[config.mk]
export PLATFORM = sky130hd
export DESIGN_NAME = cd_text_pack_framer
export DESIGN_NICKNAME = d
export VERILOG_FILES = /design/src/hdl/cdtpf_pkg.sv /design/src/hdl/cdtpf_fifo.sv /design/src/hdl/cdtpf_front.sv /design/src/hdl/cdtpf_back.sv /design/src/hdl/cd_text_pack_framer.sv
export SDC_FILE = /design/constraint.sdc
export NUM_CORES = 1
export LEC_CHECK = 0
export ABC_CLOCK_PERIOD_IN_PS = 9700
export CAP_MARGIN = 30
export CORE_ASPECT_RATIO = 1.75
export CORE_MARGIN = 4
export CORE_UTILIZATION = 57
export DETAILED_ROUTE_END_ITERATION = 10
export DONT_BUFFER_PORTS = 1
export PLACE_DENSITY = 0.72
export SLEW_MARGIN = 0
export SYNTH_ARGS = -nofsm -noshare
export SYNTH_HDL_FRONTEND = slang
export SYNTH_HIERARCHICAL = 1
export SYNTH_SLANG_ARGS = --single-unit
[constraint.sdc]
create_clock -name clk_i -period 9.7 [get_ports clk_i]
set_clock_uncertainty 0.05 [all_clocks]
set_input_delay 0.97 -clock clk_i [delete_from_list [all_inputs] [get_ports clk_i]]
set_output_delay 0.97 -clock clk_i [all_outputs]
set_load 0.03 [all_outputs]
[src/hdl/cdtpf_pkg.sv]
// Shared types, constants and CRC helpers for the CD-Text pack framer.
// No dependencies; imported by the front end, the back end and the top level.
`default_nettype none

package cdtpf_pkg;

  localparam int PAYLOAD_BYTES = 12;
  localparam int PAYLOAD_W     = 8 * PAYLOAD_BYTES;
  localparam int MSG_W         = PAYLOAD_W + 32;
  localparam int FILL_W        = $clog2(PAYLOAD_BYTES);
  localparam int TYPE_COUNT    = 16;

  localparam logic [15:0] CRC_POLY        = 16'h1021;
  localparam logic [7:0]  SIZE_KIND       = 8'h8F;
  localparam logic [3:0]  TEXT_GROUP      = 4'h8;
  localparam logic [3:0]  POS_CAP         = 4'd15;
  localparam logic [7:0]  SIZE_PACK_COUNT = 8'd3;
  localparam logic [7:0]  SIZE_PACK_ONE   = 8'd1;
  localparam logic [7:0]  LANGUAGE_RESET  = 8'd9;
  localparam logic [6:0]  LAST_TRACK_RESET = 7'd1;

  typedef enum logic [1:0] {
    REG_CHARSET    = 2'd0,
    REG_LANGUAGE   = 2'd1,
    REG_LAST_TRACK = 2'd2
  } cfg_reg_e;

  // Front to back: one text pack to send, or a finish request.
  typedef struct packed {
    logic                 finish;
    logic                 flush;
    logic [7:0]           kind;
    logic [6:0]           track;
    logic [3:0]           pos;
    logic [PAYLOAD_W-1:0] payload;
  } cmd_t;

  typedef struct packed {
    logic [7:0]  kind;
    logic [6:0]  track;
    logic [7:0]  seq;
    logic [3:0]  pos;
    logic [63:0] head;
    logic [31:0] tail;
    logic [15:0] crc;
    logic        last;
  } pack_t;

  // Column i is the CRC of a message with only bit i set (bit 0 sent last).
  function automatic logic [MSG_W-1:0][15:0] crc_cols_f();
    logic [MSG_W-1:0][15:0] cols;
    logic [15:0]            c;
    c = CRC_POLY;
    for (int i = 0; i < MSG_W; i++) begin
      cols[i] = c;
      c = c[15] ? ({c[14:0], 1'b0} ^ CRC_POLY) : {c[14:0], 1'b0};
    end
    return cols;
  endfunction

  localparam logic [MSG_W-1:0][15:0] CRC_COLS = crc_cols_f();

  // CRC is linear with a zero start value: XOR the columns of the set bits, then invert.
  function automatic logic [15:0] crc16_inv_f(logic [MSG_W-1:0] msg);
    logic [15:0] c;
    c = '0;
    for (int i = 0; i < MSG_W; i++) begin
      if (msg[i]) begin
        c = c ^ CRC_COLS[i];
      end
    end
    return ~c;
  endfunction

endpackage

`default_nettype wire

[src/hdl/cdtpf_fifo.sv]
// Small first-word-fall-through queue of registers, generic in item type.
// Depends on nothing; used for the command queue and the result queue.
`default_nettype none

module cdtpf_fifo #(
  parameter type item_t = logic,
  parameter int  Depth  = 2
) (
  input  wire   clk_i,
  input  wire   rst_ni,
  input  wire   push_i,
  input  item_t data_i,
  output logic  full_o,
  input  wire   pop_i,
  output item_t data_o,
  output logic  empty_o
);

  localparam int AW = (Depth > 1) ? $clog2(Depth) : 1;
  localparam int CW = $clog2(Depth + 1);
  localparam logic [AW-1:0] LAST_PTR = AW'(Depth - 1);
  localparam logic [CW-1:0] FULL_CNT = CW'(Depth);

  item_t         mem_q [Depth];
  logic [AW-1:0] wr_ptr_q, rd_ptr_q;
  logic [CW-1:0] count_q;
  logic          do_push, do_pop;

  assign full_o  = (count_q == FULL_CNT);
  assign empty_o = (count_q == '0);
  assign do_push = push_i && !full_o;
  assign do_pop  = pop_i && !empty_o;
  assign data_o  = mem_q[rd_ptr_q];

  always_ff @(posedge clk_i) begin
    if (do_push) begin
      mem_q[wr_ptr_q] <= data_i;
    end
  end

  always_ff @(posedge clk_i or negedge rst_ni) begin
    if (!rst_ni) begin
      wr_ptr_q <= '0;
      rd_ptr_q <= '0;
      count_q  <= '0;
    end else begin
      if (do_push) begin
        wr_ptr_q <= (wr_ptr_q == LAST_PTR) ? '0 : wr_ptr_q + AW'(1);
      end
      if (do_pop) begin
        rd_ptr_q <= (rd_ptr_q == LAST_PTR) ? '0 : rd_ptr_q + AW'(1);
      end
      if (do_push && !do_pop) begin
        count_q <= count_q + CW'(1);
      end else if (do_pop && !do_push) begin
        count_q <= count_q - CW'(1);
      end
    end
  end

endmodule

`default_nettype wire

[src/hdl/cdtpf_front.sv]
// Front end: gathers character bytes into 12-byte payloads and tracks
// string positions; issues pack and finish commands. Uses cdtpf_pkg.
`default_nettype none

module cdtpf_front (
  input  wire                clk_i,
  input  wire                rst_ni,
  input  wire                accept_i,
  input  wire                op_i,
  input  wire  [7:0]         text_type_i,
  input  wire  [6:0]         track_number_i,
  input  wire  [7:0]         char_byte_i,
  output logic               cmd_push_o,
  output cdtpf_pkg::cmd_t    cmd_o
);

  import cdtpf_pkg::*;

  localparam logic [FILL_W-1:0] LAST_SLOT = FILL_W'(PAYLOAD_BYTES - 1);

  logic [7:0]        buf_q [PAYLOAD_BYTES];
  logic [FILL_W-1:0] fill_q;
  logic [7:0]        held_type_q;
  logic [6:0]        held_track_q;
  logic [3:0]        held_pos_q;
  logic [7:0]        offset_q;

  logic              is_text, is_finish, slot_last;
  logic [3:0]        cur_pos;
  logic [PAYLOAD_W-1:0] full_payload, part_payload;

  assign is_text   = accept_i && !op_i;
  assign is_finish = accept_i && op_i;
  assign slot_last = (fill_q == LAST_SLOT);
  assign cur_pos   = (offset_q > 8'(POS_CAP)) ? POS_CAP : offset_q[3:0];

  always_comb begin
    full_payload = '0;
    part_payload = '0;
    for (int i = 0; i < PAYLOAD_BYTES; i++) begin
      full_payload[PAYLOAD_W-1-8*i -: 8] =
        (i == PAYLOAD_BYTES - 1) ? char_byte_i : buf_q[i];
      part_payload[PAYLOAD_W-1-8*i -: 8] =
        (FILL_W'(i) < fill_q) ? buf_q[i] : 8'd0;
    end
  end

  always_comb begin
    cmd_push_o    = is_finish || (is_text && slot_last);
    cmd_o.finish  = op_i;
    cmd_o.flush   = (fill_q != '0);
    cmd_o.kind    = held_type_q;
    cmd_o.track   = held_track_q;
    cmd_o.pos     = held_pos_q;
    cmd_o.payload = op_i ? part_payload : full_payload;
  end

  always_ff @(posedge clk_i) begin
    if (is_text) begin
      buf_q[fill_q] <= char_byte_i;
    end
  end

  always_ff @(posedge clk_i or negedge rst_ni) begin
    if (!rst_ni) begin
      fill_q       <= '0;
      held_type_q  <= '0;
      held_track_q <= '0;
      held_pos_q   <= '0;
      offset_q     <= '0;
    end else if (is_finish) begin
      fill_q   <= '0;
      offset_q <= '0;
    end else if (is_text) begin
      if (fill_q == '0) begin
        held_type_q  <= text_type_i;
        held_track_q <= track_number_i;
        held_pos_q   <= cur_pos;
      end
      fill_q <= slot_last ? '0 : fill_q + FILL_W'(1);
      if (char_byte_i == 8'd0) begin
        offset_q <= '0;
      end else if (offset_q != 8'hFF) begin
        offset_q <= offset_q + 8'd1;
      end
    end
  end

endmodule

`default_nettype wire

[src/hdl/cdtpf_back.sv]
// Back end: numbers packs, keeps per-type pack counts, builds size packs
// and computes the pack CRC. Uses cdtpf_pkg.
`default_nettype none

module cdtpf_back (
  input  wire                clk_i,
  input  wire                rst_ni,
  input  wire                cmd_valid_i,
  input  cdtpf_pkg::cmd_t    cmd_i,
  output logic               cmd_pop_o,
  input  wire                out_full_i,
  output logic               out_push_o,
  output cdtpf_pkg::pack_t   pack_o,
  input  wire  [7:0]         charset_i,
  input  wire  [7:0]         language_i,
  input  wire  [6:0]         last_track_i
);

  import cdtpf_pkg::*;

  typedef enum logic [1:0] {
    PH_FLUSH,
    PH_SIZE0,
    PH_SIZE1,
    PH_SIZE2
  } ph_e;

  ph_e         ph_q, ph_eff, ph_nxt;
  logic [7:0]  seq_q;
  logic [7:0]  cnt_q [TYPE_COUNT];

  logic                 go, text_pack;
  logic [7:0]           kind;
  logic [6:0]           track;
  logic [3:0]           pos;
  logic [PAYLOAD_W-1:0] payload;
  logic                 last;

  assign go = cmd_valid_i && !out_full_i;

  always_comb begin
    ph_eff = (cmd_i.finish && ph_q == PH_FLUSH && !cmd_i.flush) ? PH_SIZE0 : ph_q;
    text_pack = 1'b0;
    kind      = SIZE_KIND;
    track     = '0;
    pos       = '0;
    payload   = '0;
    last      = 1'b0;
    ph_nxt    = ph_q;
    unique case (ph_eff)
      PH_FLUSH: begin
        text_pack = 1'b1;
        kind      = cmd_i.kind;
        track     = cmd_i.track;
        pos       = cmd_i.pos;
        payload   = cmd_i.payload;
        last      = !cmd_i.finish;
        ph_nxt    = cmd_i.finish ? PH_SIZE0 : PH_FLUSH;
      end
      PH_SIZE0: begin
        track   = 7'd0;
        payload = {charset_i, SIZE_PACK_ONE, {1'b0, last_track_i}, SIZE_PACK_COUNT,
                   cnt_q[0], cnt_q[1], cnt_q[2], cnt_q[3],
                   cnt_q[4], cnt_q[5], cnt_q[6], cnt_q[7]};
        ph_nxt  = PH_SIZE1;
      end
      PH_SIZE1: begin
        // Sequence register already holds s+1 here; the last pack is s+2.
        track   = 7'd1;
        payload = {cnt_q[8], cnt_q[9], cnt_q[10], cnt_q[11],
                   cnt_q[12], cnt_q[13], cnt_q[14],
                   8'(cnt_q[15] + SIZE_PACK_COUNT),
                   8'(seq_q + 8'd1), 24'd0};
        ph_nxt  = PH_SIZE2;
      end
      PH_SIZE2: begin
        track   = 7'd2;
        payload = {32'd0, language_i, 56'd0};
        last    = 1'b1;
        ph_nxt  = PH_FLUSH;
      end
      default: ;
    endcase
  end

  always_comb begin
    out_push_o    = go;
    cmd_pop_o     = go && (!cmd_i.finish || ph_eff == PH_SIZE2);
    pack_o.kind   = kind;
    pack_o.track  = track;
    pack_o.seq    = seq_q;
    pack_o.pos    = pos;
    pack_o.head   = payload[PAYLOAD_W-1 -: 64];
    pack_o.tail   = payload[31:0];
    pack_o.last   = last;
    pack_o.crc    = crc16_inv_f({kind, 1'b0, track, seq_q, 4'd0, pos, payload});
  end

  always_ff @(posedge clk_i or negedge rst_ni) begin
    if (!rst_ni) begin
      ph_q  <= PH_FLUSH;
      seq_q <= '0;
      for (int i = 0; i < TYPE_COUNT; i++) begin
        cnt_q[i] <= '0;
      end
    end else if (go) begin
      ph_q <= ph_nxt;
      if (ph_eff == PH_SIZE2) begin
        // Finish done: clear numbering and counts for the next disc.
        seq_q <= '0;
        for (int i = 0; i < TYPE_COUNT; i++) begin
          cnt_q[i] <= '0;
        end
      end else begin
        seq_q <= seq_q + 8'd1;
        if (text_pack && kind[7:4] == TEXT_GROUP) begin
          cnt_q[kind[3:0]] <= cnt_q[kind[3:0]] + 8'd1;
        end
      end
    end
  end

endmodule

`default_nettype wire

[src/hdl/cd_text_pack_framer.sv]
// CD-Text pack framer, top level: configuration registers, front end,
// command queue, back end and result queue. Uses cdtpf_pkg and submodules.
//
// Usage:
//   Input side is a queue write port: present op_i and the tag fields with
//   push high; the transaction happens on a rising edge with full low. A
//   text byte (op_i = 0) fills the current 12-byte payload; the twelfth byte
//   produces one pack. A finish (op_i = 1) flushes a partial payload padded
//   with zeros, then produces the three size packs and clears the framing state.
//   Result side is a queue read port: while empty is low the oldest pack is
//   on the *_o fields; pop high on an edge completes the transaction.
//   run_last_o marks the last pack caused by one input transaction.
//   Throughput: one text byte per cycle while full is low. The back end
//   emits one pack per cycle while the result queue has room, so a finish
//   holds it for its flush and size packs; full rises only when finishes
//   follow each other closely or the receiver stalls. A pack's command is
//   registered in the command queue on the edge that accepts the byte or
//   finish behind it, then the pack is registered in the result queue.
//   If the receiver stalls, the result queue fills, the back end holds, the
//   command queue fills and full rises; nothing is dropped.
//   Reset clears all framing state; charset is 0, language 9, last track 1.
//   Write configuration through cfg_we_i only while the block is idle.
`default_nettype none

module cd_text_pack_framer #(
  parameter int CmdDepth = 2,
  parameter int OutDepth = 2
) (
  input  wire         clk_i,
  input  wire         rst_ni,
  // configuration write port
  input  wire         cfg_we_i,
  input  wire  [1:0]  cfg_index_i,
  input  wire  [7:0]  cfg_wdata_i,
  // input queue port
  input  wire         push,
  output logic        full,
  input  wire         op_i,
  input  wire  [7:0]  text_type_i,
  input  wire  [6:0]  track_number_i,
  input  wire  [7:0]  char_byte_i,
  // result queue port
  output logic        empty,
  input  wire         pop,
  output logic [7:0]  pack_kind_o,
  output logic [6:0]  pack_track_o,
  output logic [7:0]  sequence_res_o,
  output logic [3:0]  char_position_o,
  output logic [63:0] payload_head_o,
  output logic [31:0] payload_tail_o,
  output logic [15:0] pack_crc_o,
  output logic        run_last_o
);

  import cdtpf_pkg::*;

  logic [7:0] charset_q, language_q;
  logic [6:0] last_track_q;

  logic  accept;
  logic  cmd_push, cmd_full, cmd_empty, cmd_pop;
  cmd_t  cmd_in, cmd_head;
  logic  out_push, out_full;
  pack_t pack_in, pack_head;

  // Hold configuration; indexes past the register list are ignored.
  always_ff @(posedge clk_i or negedge rst_ni) begin
    if (!rst_ni) begin
      charset_q    <= '0;
      language_q   <= LANGUAGE_RESET;
      last_track_q <= LAST_TRACK_RESET;
    end else if (cfg_we_i) begin
      unique case (cfg_reg_e'(cfg_index_i))
        REG_CHARSET:    charset_q    <= cfg_wdata_i;
        REG_LANGUAGE:   language_q   <= cfg_wdata_i;
        REG_LAST_TRACK: last_track_q <= cfg_wdata_i[6:0];
        default: ;
      endcase
    end
  end

  // Accept an item whenever the command queue has room, even for bytes that
  // do not complete a pack.
  assign full   = cmd_full;
  assign accept = push && !cmd_full;

  cdtpf_front u_front (
    .clk_i          (clk_i),
    .rst_ni         (rst_ni),
    .accept_i       (accept),
    .op_i           (op_i),
    .text_type_i    (text_type_i),
    .track_number_i (track_number_i),
    .char_byte_i    (char_byte_i),
    .cmd_push_o     (cmd_push),
    .cmd_o          (cmd_in)
  );

  cdtpf_fifo #(
    .item_t (cmd_t),
    .Depth  (CmdDepth)
  ) u_cmd_fifo (
    .clk_i   (clk_i),
    .rst_ni  (rst_ni),
    .push_i  (cmd_push),
    .data_i  (cmd_in),
    .full_o  (cmd_full),
    .pop_i   (cmd_pop),
    .data_o  (cmd_head),
    .empty_o (cmd_empty)
  );

  cdtpf_back u_back (
    .clk_i        (clk_i),
    .rst_ni       (rst_ni),
    .cmd_valid_i  (!cmd_empty),
    .cmd_i        (cmd_head),
    .cmd_pop_o    (cmd_pop),
    .out_full_i   (out_full),
    .out_push_o   (out_push),
    .pack_o       (pack_in),
    .charset_i    (charset_q),
    .language_i   (language_q),
    .last_track_i (last_track_q)
  );

  // Result queue parts the back end from a stalling receiver.
  cdtpf_fifo #(
    .item_t (pack_t),
    .Depth  (OutDepth)
  ) u_out_fifo (
    .clk_i   (clk_i),
    .rst_ni  (rst_ni),
    .push_i  (out_push),
    .data_i  (pack_in),
    .full_o  (out_full),
    .pop_i   (pop),
    .data_o  (pack_head),
    .empty_o (empty)
  );

  assign pack_kind_o     = pack_head.kind;
  assign pack_track_o    = pack_head.track;
  assign sequence_res_o  = pack_head.seq;
  assign char_position_o = pack_head.pos;
  assign payload_head_o  = pack_head.head;
  assign payload_tail_o  = pack_head.tail;
  assign pack_crc_o      = pack_head.crc;
  assign run_last_o      = pack_head.last;

endmodule

`default_nettype wire
==> impl_metrics.tcl <==
set metrics [dict create \
    ys_warn_count 6 \
    synth_nets 2789 \
    cts_resized 0 \
    fp-row-count 127 \
    routed_wl_um 127000 \
    wl_per_cell_um 34.4 \
    clk_latency_ns 0.65 \
    worstHoldPathType "input port to async pin" \
    cts_root_buf "clkbuf_16" \
    yosysSeqAreaShare_pct 59.0 \
    place.gp.congestion 1.01 \
    initial_core_util_pct 57.6 \
    antenna_found_initial 0 \
    path_clk_slew_ns 0.07 \
    slew_violations 0 \
    grt_usage_pct 33.8 \
    synth_top_area_share_pct 46.3 \
    finalSetupViolCount 0 \
    synthCells 2734 \
    worstPathArrival_ns 6.70 \
    critical_path_required_ns 10.02 \
    rr_endpoint "u_out_fifo/mem_q[0][6]" \
    r2r_slack_ns 3.32 \
    grt_max_degree 157 \
    layout-drive-gt1-share_pct 20.9 \
    vias_per_cell 6.30 \
    end_kind "register" \
    ys_types 97 \
    die_w_um 207 \
    reg2regPathDepth 12 \
    drcViolationCount 0 \
    setup_tns_ns 0 \
    clockBufferDepth 3 \
    hold_viol_final 0 \
    ys.flop_type "edfxtp_1" \
    max-slew-margin-rel_pct 31.2 \
    io_buffers 0 \
    critical_path_class "register to register" \
    worstPathMaxFanout 53 \
    vias 23200 \
    nFillCells 5243 \
    mostFrequentLayoutCell "edfxtp_1" \
    fin_crit_ns 6.38 \
    critPathLaunchType "register" \
    antenna_left 0 \
    area_delta_synth_final_pct 7.90 \
    ys_ff_latch 810 \
    layout_common_cells "edfxtp_1 (610), xnor2_1 (307), mux2_2 (197)" \
    die_h_um 356 \
    hpwlAfterDp_um 96000 \
    finalCritPeriodShare_pct 65.8 \
    cts_sinks 810 \
    cts_tree "done" \
    fp.coreArea_sq_mm 0.0686 \
    rsz0062_at_grt "no" \
    drtPass1Iterations 6 \
    grt_pass1_vias 23600 \
    yosys-top-cells-area "edfxtp_1 (46%), dfrtp_1 (12%), xnor2_1 (6.8%)" \
    grt_overflow 0 \
    async_flop_share_pct 24.7 \
    die-area_sq_mm 0.0738 \
    yosysTopAreaCell "edfxtp_1" \
    synth_edf_count 610 \
    syn_avg_cell_area_sq_um 14.5 \
    diodes 0 \
    ios 181 \
    rr_startpoint "u_cmd_fifo/rd_ptr_q" \
    drtIter0Drc 2290 \
    nets 2779 \
    netlist_area_sq_mm 0.0395 \
    cts_htree_levels 3 \
    worstMarginPinSlew_ns 1.03 \
    status "complete, no violations" \
    fmax_mhz 157 \
    cts_buffers 71 \
    maxCapViolCount 0 \
    grt_pass1_wl_um 177000 \
]
## sequential cells by signal, indices dropped and copies added (netlist names)
signal / count
charset_q: 8
language_q: 8
last_track_q: 7
u_back/cnt_q: 128
u_back/ph_q: 2
u_back/seq_q: 8
u_cmd_fifo/count_q: 2
u_cmd_fifo/mem_q: 234
u_cmd_fifo/rd_ptr_q: 1
u_cmd_fifo/wr_ptr_q: 1
u_front/buf_q: 96
u_front/fill_q: 4
u_front/held_pos_q: 4
u_front/held_track_q: 7
u_front/held_type_q: 8
u_front/offset_q: 8
u_out_fifo/count_q: 2
u_out_fifo/mem_q: 280
u_out_fifo/rd_ptr_q: 1
u_out_fifo/wr_ptr_q: 1
## final cells by class
class	count	area [sq um]	share of cell area [%]
Multi-Input combinational cell	1677	15000	35.1
Clock buffer	87	1900	4.45
Clock inverter	41	389	0.912
Inverter	107	402	0.941
Timing Repair Buffer	57	541	1.27
Sequential cell	810	23300	54.7
Tap cell	903	1130	2.65
## through the flow
step	instance area [sq um]	instances	hold slack, ns	utilization, %	setup slack [ns]
after floorplan	39500	2734	0.387	-	2.09
after global placement	40200	3546	0.401	58.6	3.60
after detailed placement	40200	3548	0.417	58.6	3.54
after CTS	42600	3678	0.106	62.0	3.51
after global routing	42700	3682	0.103	62.2	3.13
final	42700	3682	0.135	62.2	3.32
## routing by layer
metal	vias to the layer above	GRT usage, %	wire [um]
met5	-	0	0
met2	1219	60.3	64900
met3	340	4.55	7550
li1	9976	-	-
met1	11700	37.7	42800
met4	0	23.0	11600
## critical path, cell delays in order, from the launching register on
cell and delay, ns:
dfrtp_4 0.82, mux2_2 0.45, a21oi_1 0.42, ha_2 0.49
buf_4 0.61, a222oi_1 0.22, a21oi_4 0.63, xnor2_1 0.16
xnor2_1 0.72, xnor3_1 0.50, xor2_1 0.22, xnor2_1 0.30
xnor3_1 0.41
## cells by family after synthesis
logic type / share of synthesized area, %
AO/OA/AOI/OAI: 8.47
XOR/XNOR: 12.0
adder cells (fa/ha/maj): 0.506
buffers and inverters: 3.33
flip-flops: 59.0
multiplexers: 10.8
AND/OR/NAND/NOR: 5.92
## synthesized netlist by cell type (20+ instances only)
cell type,instances
nand2_1,123
a221o_1,29
buf_6,31
xor2_1,83
a21oi_1,32
a22o_1,115
dfrtp_1,197
buf_4,20
nor2_1,78
xnor3_1,42
inv_1,103
mux2_4,110
nor2b_1,46
o21ai_0,44
buf_2,54
xnor2_1,309
o21ai_1,31
clkbuf_1,29
edfxtp_1,610
mux2_2,197
and2_1,95
o22ai_1,27
## timing repair
action                                 CTS  global route
hold buffers                             2             0
setup buffers                            0             0
endpoints found under the hold margin  156             0
## how the worst max path moves through the flow
stage,startpoint,endpoint,slack [ns],cells after the start
3_5_place_dp,u_cmd_fifo/rd_ptr_q,u_back/cnt_q[50],3.54,13
6_report,u_cmd_fifo/rd_ptr_q,u_out_fifo/mem_q[0][6],3.32,12
2_1_floorplan,u_out_fifo/count_q[0],u_out_fifo/mem_q[0][0],2.09,7
5_1_grt,u_cmd_fifo/rd_ptr_q,u_back/cnt_q[50],3.13,13
3_3_place_gp,u_cmd_fifo/rd_ptr_q,u_out_fifo/mem_q[0][6],3.60,12
4_1_cts,u_cmd_fifo/rd_ptr_q,u_out_fifo/mem_q[1][6],3.51,12
Power is left out: the tool's default activity adds up to more than one toggle a clock period on the data nets, which glitch-free logic cannot reach.
